$ cat src/sv/nsc_pkg.sv
`default_nettype none
package nsc_pkg;

	localparam logic [7:0] CH_LF     = 8'h0A;
	localparam logic [7:0] CH_DOLLAR = 8'h24;
	localparam logic [7:0] CH_BANG   = 8'h21;
	localparam logic [7:0] CH_STAR   = 8'h2A;
	localparam logic [7:0] CH_A      = 8'h41;
	localparam logic [7:0] CH_B      = 8'h42;
	localparam logic [7:0] CH_D      = 8'h44;
	localparam logic [7:0] CH_G      = 8'h47;
	localparam logic [7:0] CH_L      = 8'h4C;
	localparam logic [7:0] CH_N      = 8'h4E;
	localparam logic [7:0] CH_P      = 8'h50;
	localparam logic [7:0] CH_S      = 8'h53;
	localparam logic [7:0] CH_T      = 8'h54;
	localparam logic [7:0] CH_V      = 8'h56;

	localparam int HDR_LEN = 5;
	localparam logic [2:0] POS_MAX      = 3'd6;
	localparam logic [2:0] POS_TALKER   = 3'd3;
	localparam logic [2:0] POS_TYPE     = 3'd6;

	typedef enum logic [3:0] {
		PH_START = 4'b0001,
		PH_BODY  = 4'b0010,
		PH_HEX   = 4'b0100,
		PH_SKIP  = 4'b1000
	} phase_t;

	typedef enum logic [1:0] {
		ST_OK        = 2'd0,
		ST_BAD_START = 2'd1,
		ST_NO_STAR   = 2'd2,
		ST_MISMATCH  = 2'd3
	} status_t;

	typedef enum logic [1:0] {
		TY_GGA   = 2'd0,
		TY_VTG   = 2'd1,
		TY_GSV   = 2'd2,
		TY_OTHER = 2'd3
	} sentence_t;

	typedef enum logic [2:0] {
		TK_GP      = 3'd0,
		TK_GN      = 3'd1,
		TK_GL      = 3'd2,
		TK_BD      = 3'd3,
		TK_GA      = 3'd4,
		TK_UNKNOWN = 3'd5
	} talker_t;

	typedef struct packed {
		phase_t                    phase;
		logic [7:0]                xor_acc;
		logic [7:0]                cks_field;
		logic [1:0]                hex_cnt;
		logic [HDR_LEN-1:0][7:0]   hdr;
		logic [2:0]                pos;
		logic                      dollar;
		logic                      start_ok;
	} line_state_t;

	localparam line_state_t LINE_IDLE = '{phase: PH_START, default: '0};

	typedef struct packed {
		status_t    status;
		sentence_t  sentence_type;
		talker_t    talker;
		logic [7:0] received_checksum;
		logic [7:0] computed_checksum;
	} result_t;

	function automatic logic [4:0] hex_digit(input logic [7:0] c);
		logic [7:0] v;
		begin
			v = 8'd0;
			if (c >= 8'h30 && c <= 8'h39) begin
				v = c - 8'h30;
				return {1'b1, v[3:0]};
			end
			if (c >= 8'h41 && c <= 8'h46) begin
				v = c - 8'h37;
				return {1'b1, v[3:0]};
			end
			if (c >= 8'h61 && c <= 8'h66) begin
				v = c - 8'h57;
				return {1'b1, v[3:0]};
			end
			return 5'd0;
		end
	endfunction

endpackage
`default_nettype wire

$ cat src/sv/nsc_parser.sv
`default_nettype none
module nsc_parser
	import nsc_pkg::*;
(
	input  wire logic        clk,
	input  wire logic        arst_n,
	input  wire logic        take,
	input  wire logic [7:0]  rx_char,
	output line_state_t      line_q
);

	line_state_t nxt;
	logic [4:0]  hd;

	always_comb begin
		nxt = line_q;
		hd  = hex_digit(rx_char);
		if (rx_char == CH_LF) begin
			nxt = LINE_IDLE;
		end else begin
			for (int i = 0; i < HDR_LEN; i++) begin
				if (line_q.pos == 3'(i + 1)) begin
					nxt.hdr[i] = rx_char;
				end
			end
			if (line_q.pos < POS_MAX) begin
				nxt.pos = line_q.pos + 3'd1;
			end
			unique case (line_q.phase)
				PH_START: begin
					if (rx_char == CH_DOLLAR || rx_char == CH_BANG) begin
						nxt.start_ok = 1'b1;
						nxt.dollar   = (rx_char == CH_DOLLAR);
						nxt.phase    = PH_BODY;
					end else begin
						nxt.phase = PH_SKIP;
					end
				end
				PH_BODY: begin
					if (rx_char == CH_STAR) begin
						nxt.phase = PH_HEX;
					end else begin
						nxt.xor_acc = line_q.xor_acc ^ rx_char;
					end
				end
				PH_HEX: begin
					if (!hd[4]) begin
						nxt.phase = PH_SKIP;
					end else begin
						nxt.cks_field = {line_q.cks_field[3:0], hd[3:0]};
						nxt.hex_cnt   = line_q.hex_cnt + 2'd1;
						if (line_q.hex_cnt != 2'd0) begin
							nxt.phase = PH_SKIP;
						end
					end
				end
				PH_SKIP: begin
				end
				default: begin
					nxt.phase = PH_SKIP;
				end
			endcase
		end
	end

	always_ff @(posedge clk or negedge arst_n) begin
		if (!arst_n) begin
			line_q <= LINE_IDLE;
		end else if (take) begin
			line_q <= nxt;
		end
	end

endmodule
`default_nettype wire

$ cat src/sv/nsc_classify.sv
`default_nettype none
module nsc_classify
	import nsc_pkg::*;
(
	input  wire line_state_t line,
	output result_t          res
);

	always_comb begin
		res.sentence_type = TY_OTHER;
		res.talker        = TK_UNKNOWN;
		if (!line.start_ok) begin
			res.status = ST_BAD_START;
		end else if (line.phase == PH_BODY) begin
			res.status = ST_NO_STAR;
		end else if (line.cks_field != line.xor_acc) begin
			res.status = ST_MISMATCH;
		end else begin
			res.status = ST_OK;
		end

		if (res.status == ST_OK) begin
			if (line.dollar && line.pos >= POS_TALKER) begin
				if (line.hdr[0] == CH_G && line.hdr[1] == CH_P) begin
					res.talker = TK_GP;
				end else if (line.hdr[0] == CH_G && line.hdr[1] == CH_N) begin
					res.talker = TK_GN;
				end else if (line.hdr[0] == CH_G && line.hdr[1] == CH_L) begin
					res.talker = TK_GL;
				end else if (line.hdr[0] == CH_B && line.hdr[1] == CH_D) begin
					res.talker = TK_BD;
				end else if (line.hdr[0] == CH_G && line.hdr[1] == CH_A) begin
					res.talker = TK_GA;
				end
			end
			if (line.pos >= POS_TYPE) begin
				if (line.hdr[2] == CH_G && line.hdr[3] == CH_G && line.hdr[4] == CH_A) begin
					res.sentence_type = TY_GGA;
				end else if (line.hdr[2] == CH_V && line.hdr[3] == CH_T
						&& line.hdr[4] == CH_G) begin
					res.sentence_type = TY_VTG;
				end else if (line.hdr[2] == CH_G && line.hdr[3] == CH_S
						&& line.hdr[4] == CH_V) begin
					res.sentence_type = TY_GSV;
				end
			end
		end

		res.received_checksum = line.start_ok ? line.cks_field : 8'd0;
		res.computed_checksum = line.start_ok ? line.xor_acc : 8'd0;
	end

endmodule
`default_nettype wire

$ cat src/sv/nmea_sentence_checker_top.sv
// A line-feed byte is registered in the input register, and its result then in the result register.
// Throughput: one byte per cycle; a byte enters the input register at every edge
// unless a line feed waits there while the result register is full and stalled.
// Reset (arst_n low, asynchronous) empties both registers and returns the line
// parser to the start of a line.
`default_nettype none
module nmea_sentence_checker_top
	import nsc_pkg::*;
(
	input  wire logic       clk,
	input  wire logic       arst_n,
	input  wire logic       in_valid,
	output logic            in_stall,
	input  wire logic [7:0] rx_byte,
	output logic            out_valid,
	input  wire logic       out_stall,
	output logic [1:0]      status,
	output logic [1:0]      sentence_type,
	output logic [2:0]      talker,
	output logic [7:0]      received_checksum,
	output logic [7:0]      computed_checksum
);

	logic        valid_s1;
	logic [7:0]  byte_s1;
	logic        out_free;
	logic        is_lf;
	logic        take;
	line_state_t line_q;
	result_t     res;
	result_t     res_q;

	assign out_free = !out_valid || !out_stall;
	assign is_lf    = (byte_s1 == CH_LF);
	assign take     = valid_s1 && (!is_lf || out_free);
	assign in_stall = valid_s1 && !take;

	always_ff @(posedge clk or negedge arst_n) begin
		if (!arst_n) begin
			valid_s1 <= 1'b0;
		end else if (!in_stall) begin
			valid_s1 <= in_valid;
		end
	end

	always_ff @(posedge clk) begin
		if (!in_stall && in_valid) begin
			byte_s1 <= rx_byte;
		end
	end

	nsc_parser u_parser (
		.clk     (clk),
		.arst_n  (arst_n),
		.take    (take),
		.rx_char (byte_s1),
		.line_q  (line_q)
	);

	nsc_classify u_classify (
		.line (line_q),
		.res  (res)
	);

	always_ff @(posedge clk or negedge arst_n) begin
		if (!arst_n) begin
			out_valid <= 1'b0;
		end else if (out_free) begin
			out_valid <= take && is_lf;
		end
	end

	always_ff @(posedge clk) begin
		if (out_free && take && is_lf) begin
			res_q <= res;
		end
	end

	assign status            = res_q.status;
	assign sentence_type     = res_q.sentence_type;
	assign talker            = res_q.talker;
	assign received_checksum = res_q.received_checksum;
	assign computed_checksum = res_q.computed_checksum;

	a_not_ok_no_class: assert property (@(posedge clk) disable iff (!arst_n)
		out_valid && status != ST_OK |-> sentence_type == TY_OTHER && talker == TK_UNKNOWN)
		else $error("classification reported on a failed line");

	a_bad_start_zero: assert property (@(posedge clk) disable iff (!arst_n)
		out_valid && status == ST_BAD_START |->
			received_checksum == 8'd0 && computed_checksum == 8'd0)
		else $error("checksums not cleared on a bad start");

	a_ok_match: assert property (@(posedge clk) disable iff (!arst_n)
		out_valid && status == ST_OK |-> received_checksum == computed_checksum)
		else $error("status ok with differing checksums");

	a_stall_cause: assert property (@(posedge clk) disable iff (!arst_n)
		in_stall |-> valid_s1 && is_lf && out_valid && out_stall)
		else $error("input stalled without a blocked line feed");

endmodule
`default_nettype wire

$ cat config.mk
export PLATFORM = sky130hd
export DESIGN_NAME = nmea_sentence_checker_top
export DESIGN_NICKNAME = d
export VERILOG_FILES = /design/src/sv/nsc_pkg.sv /design/src/sv/nsc_parser.sv /design/src/sv/nsc_classify.sv /design/src/sv/nmea_sentence_checker_top.sv
export SDC_FILE = /design/constraint.sdc
export NUM_CORES = 1
export LEC_CHECK = 0
export BUFFER_PORTS_ARGS = -buffer_cell sky130_fd_sc_hd__buf_2
export CAP_MARGIN = 20
export CELL_PAD_IN_SITES_DETAIL_PLACEMENT = 0
export CELL_PAD_IN_SITES_GLOBAL_PLACEMENT = 1
export CORE_MARGIN = 3
export CORE_UTILIZATION = 48
export DETAILED_ROUTE_END_ITERATION = 12
export PLACE_DENSITY = 0.87
export SYNTH_ARGS = -nofsm -noshare
export SYNTH_HDL_FRONTEND = slang
export SYNTH_HIERARCHICAL = 1
export SYNTH_SLANG_ARGS = --single-unit
$ cat constraint.sdc
create_clock -name clk -period 3.24 [get_ports clk]
set_input_delay 0.324 -clock clk [delete_from_list [all_inputs] [get_ports clk]]
set_output_delay 0.324 -clock clk [all_outputs]
set_load 0.05 [all_outputs]
; Yosys cells after proc, flatten, opt, wreduce, memory -nomap -nowiden
; Cells that the tools add are included.
[totals]
reg_bits = 100
latchBits = 0
ramBits = 0
mem_bits_ro = 0
input_bits = 12
out_inout_bits = 25
memories = 0
[op_classes]
add_sub_neg = 5
mul = 0
div = 0
order_cmp = 9
n_eq_ne = 33
n_shift = 0
n_mux = 41
bitwise_logic = 3
n_reduce_logical = 55
[op_table]
columns = cell, n
row1 = $eq A8 B7 Y1 const B, 15
row2 = $mux W67, 1
row3 = $mux W8, 7
row4 = $mux W5, 6
row5 = $eq A8 B6 Y1 const B, 3
row6 = $reduce_bool A2 Y1, 12
row7 = $logic_and A1 B1 Y1, 21
row8 = $mux W10, 2
row9 = $ge A8 B7 Y1 const B, 2
row10 = $le A8 B7 Y1 const B, 2
row11 = $mux W4, 4
row12 = $pmux W4 S4, 1
row13 = $reduce_and A2 Y1, 8
row14 = $mux W3, 5
row15 = $mux W2, 7
row16 = $reduce_and A3 Y1, 3
row17 = $eq A8 B4 Y1 const B, 1
row18 = $ge A8 B6 Y1 const B, 1
row19 = $le A8 B6 Y1 const B, 1
row20 = $mux W1, 8
row21 = $ne A8 B8 Y1, 1
row22 = $sub A4 B3 Y4 const B, 2
row23 = $xor A8 B8 Y8, 1
row24 = $eq A3 B2 Y1 const B, 2
row25 = 21 further kinds, 30

; Longest topological paths before layout
[logic_depth]
depth_word = 12
mapped_depth = 9

; By module
; The synthesis kept the hierarchy.
[modules_own_cells]
columns = mod, n_inst, cells_per_inst, area_per_inst_um2
row1 = nsc_parser, 1, 255, 3026.7
row2 = nmea_sentence_checker_top, 1, 47, 1078.5
row3 = nsc_classify, 1, 78, 496.7

; Least setup slack after synthesis
; Ideal clock, no wire load.
[synth_path]
path_type = register to register
start = reg byte_s1[0]
end = reg res_q (netlist bit computed_checksum[0]) (enable)
setup_ps = 418
arrival_time_ps = 2503
setup_slack_ps = 319
stages_incl_launch_ff = 4
n_path_buf = 1
cell_sequence = edfxtp_1 > or4b_1 > clkbuf_2 > nor4b_2
[synth_between]
elab_chain_cells = 6
[synth_rtl]
columns = element, line_no
row1 = from (decl), nmea_sentence_checker_top.sv:25  ; logic [7:0] byte_s1;
row2 = from (signal assigned), nmea_sentence_checker_top.sv:48  ; byte_s1 <= rx_byte;
row3 = $eq A8 B4 Y1 *, nmea_sentence_checker_top.sv:34  ; assign is_lf = (byte_s1 == CH_LF);
row4 = $logic_not A1 Y1, nmea_sentence_checker_top.sv:35  ; assign take = valid_s1 && (!is_lf || out_free);
row5 = $logic_or A1 B1 Y1, nmea_sentence_checker_top.sv:35
row6 = $logic_and A1 B1 Y1, nmea_sentence_checker_top.sv:35
row7 = $logic_and A1 B1 Y1, nmea_sentence_checker_top.sv:74  ; if (out_free && take && is_lf) begin
row8 = $logic_and A1 B1 Y1 *, nmea_sentence_checker_top.sv:74
row9 = to (signal assigned), nmea_sentence_checker_top.sv:75  ; res_q <= res;
row10 = to (decl), nmea_sentence_checker_top.sv:31  ; result_t res_q;
; Mark *: on every way between the ends. The rest lies on a longest branch, timed or not.
; A chain may end at the register's enable or synchronous reset.

; Worst setup path after layout
[layout_path]
start = reg byte_s1[7]
end = reg, netlist name u_parser/line_q[45]
[layout_between]
elab_cells_between_ends = 28
[layout_lines]
columns = element, line_no
row1 = $eq A8 B4 Y1, nmea_sentence_checker_top.sv:34
row2 = $logic_not A1 Y1, nmea_sentence_checker_top.sv:35
row3 = $logic_or A1 B1 Y1, nmea_sentence_checker_top.sv:35
row4 = $logic_and A1 B1 Y1, nmea_sentence_checker_top.sv:35
row5 = net take, nmea_sentence_checker_top.sv:28  ; logic take;
row6 = $reduce_and A3 Y1 (no line), --
; The timed path passes the listed nets, and every way through them passes these cells. The select of a mux whose other input is x is not followed.

==> results.cfg <==
[outcome]
status = finished clean

[placement]
placement.io_buffers = 36
dpl_worst_slack_ns = 0.600
gp_congestion = 0.810
dpl.hpwl_mm = 6.05

[setup_path]
critPathLaunchType = flop
critPathRequiredTime_ns = 3.55
cp_max_fo = 15
arrival_ns = 3.00
worstSetupEndpointType = flop
critPathKind = reg2reg

[power]
combPwrFrac = 0.184
p_leak_nw = 2.19
p_int_w = 0.00217
finalPower_w = 0.00312
power.clock.fraction = 0.244
p_seq_frac = 0.572
switching_share = 0.305
p_sw_w = 0.000952
peakVddDrop_uv = 254
pwr_density_cell_mw_per_mm2 = 604

[sta]
post-route-period-util = 0.830
tightest_slew_ns = 0.972
worst_hold_slack_ns = 0.118
finalSetupViolations = 0
rsz0062_at_grt = no
setup-tns-final_ns = 0
hold_violations = 0
final-max-slew-violation-count = 0
skew_ns = 0.0143
min_period_ns = 2.69
max-slew-margin-rel = 0.343
fmax_mhz = 372
fin_ws_ns = 0.551

[cts]
h-tree-depth = 3
clock-root-buffer = clkbuf_8
cts_tree = done
path_clk_slew_ns = 0.10
cts_max_path_buffers = 2
cts.sinks = 100
numCtsBuffers = 9
insertion_delay_ns = 0.38
postCtsSetupBuffers = 0

[cells_and_area]
final_nets = 445
layout-drive-gt1-share = 0.180
antenna_cells = 0
areaGrowthSynthToFinish_pct = 12.2
fillers = 788

[hold_path]
min_path_type = in2reg

[yosys]
synth_cell_types = 56
synth-seq-cells = 100
synth_most_common_cell = dfrtp_1
ys_seq_area_frac = 0.578
synth_area_mm2 = 0.00460
synth_top_area_frac = 0.370
syn_avg_cell_area_um2 = 12.1
synth_fp_nets = 403
synth_area_leaders = dfrtp_1 (37%), edfxtp_1 (20%), mux2_1 (6.6%)
yosysWarnings = 6
synth_commonest_cells = dfrtp_1 (68), nand2_1 (33), edfxtp_1 (31)
synth_top_cell_by_area = dfrtp_1
synthArstFlopShare = 0.690
synthCells = 380
synth_ff_type = dfrtp_1
synth-edff-count = 31

[detailed_routing]
drt_pre_antenna_iters = 4
routed_wirelength_mm = 8.57
drt_iter0_drc = 106
drc_errors = 0
wire_per_inst_um = 15.4
vias = 2932
viasPerCell = 5.27
drtAntennaViolNets = 0

[global_route]
grt_max_degree = 43
overflow = 0
grt_pass1_wl_mm = 14.4
antenna_found_initial = 0
first_global_vias = 2832
grt_use_total = 0.168

[die]
fp.coreArea_mm2 = 0.00928
pin_count = 37
initial_core_util = 0.496
die-area_mm2 = 0.0108
num_rows = 35
die_width_um = 104
dieHeight_um = 104

[job]
max_cap_viol_count = 0
==> power groups by stage <==
stage	Clock, W	Sequential (W)	Combinational [W]
6_report	0.000760	0.00179	0.000574
5_1_grt	0.000832	0.00183	0.000654
4_1_cts	0.000779	0.00178	0.000579
3_5_place_dp	0	0.00181	0.000577
3_3_place_gp	0	0.00180	0.000554
2_1_floorplan	0	0.00175	0.000459
==> final cells by class <==
cell class / instances / area, µm² / share of cell area
inverters: 11 / 41.3 / 0.00800
flip-flops and latches: 100 / 2660 / 0.515
multi-input cells: 250 / 1820 / 0.353
clock inverters: 7 / 65.1 / 0.0126
well taps: 129 / 161 / 0.0313
clock buffers: 9 / 124 / 0.0240
repair buffers: 50 / 288 / 0.0557
==> state kept, by name, indices dropped and copies added (netlist names) <==
register and cells:
computed_checksum 8, byte_s1 8, status 2, received_checksum 8, valid_s1 1, u_parser/line_q 67, talker 3, out_valid 1
sentence_type 2
==> cell families after synthesis <==
group / count (synthesis) / synth area share
compound gates: 66 / 0.0949
xor+xnor: 17 / 0.0324
fa+ha+maj: 11 / 0.0299
buf+inv: 30 / 0.0277
flops: 100 / 0.578
mux: 30 / 0.0734
simple gates: 126 / 0.164
==> path summary, 6_finish.rpt <==
path,startpoint,to,slack (ns),cells past startpoint
setup reg to reg,byte_s1[7],u_parser/line_q[45],0.55,6
setup / recovery,byte_s1[7],u_parser/line_q[45],0.55,6
max in group asynchronous,arst_n,u_parser/line_q[36],1.79,3
hold / removal,rx_byte[0],byte_s1[0],0.12,1
min in group asynchronous,arst_n,u_parser/line_q[51],0.49,2
hold reg to reg,u_parser/line_q[11],u_parser/line_q[11],0.50,1
==> through the flow <==
step                instances   util  area (µm²)
global placement          539  0.535        4960
CTS                       556  0.556        5160
global route              556  0.556        5160
finish                    556  0.556        5160
detailed placement        539  0.535        4960
floorplan                 380      -        4600
==> worst max-delay path: stages, from the launching register on <==
cell and delay, ns:
edfxtp_1 0.55, or4b_1 0.72, o31a_1 0.52, buf_4 0.25
o211a_2 0.22, nor2_8 0.19, mux2_2 0.18
==> cells in the final DEF, fill, tap and decap left out, drive strengths merged, types with 4 or more instances in the layout <==
master,count
nor2,16
edfxtp,31
a21oi,6
a22o,10
clkbuf,9
and2,19
o31ai,4
inv,15
buf,49
mux2,30
xor2,8
ha,11
nor4b,10
xnor2,9
nor3,5
dfrtp,68
nand3,12
o21ai,30
o211ai,4
nand2,33
nor2b,4
==> timing repair <==
action / 4_1_cts / 5_1_grt
hold endpoints to repair: 26 / 0
hold buffers: 1 / 0
resized for setup: 0 / 0
==> routing by layer <==
metal  global-route usage  wire length, µm  part of all wire  vias to the layer above
li1                     -                -                 -                     1461
met1                0.246             4380              0.51                     1400
met2                0.251             3770              0.44                       61
met3               0.0329              289             0.034                       10
met4               0.0608              126             0.015                        0
met5                    0                0                 0                        -
(Power assumes the default switching activity.)
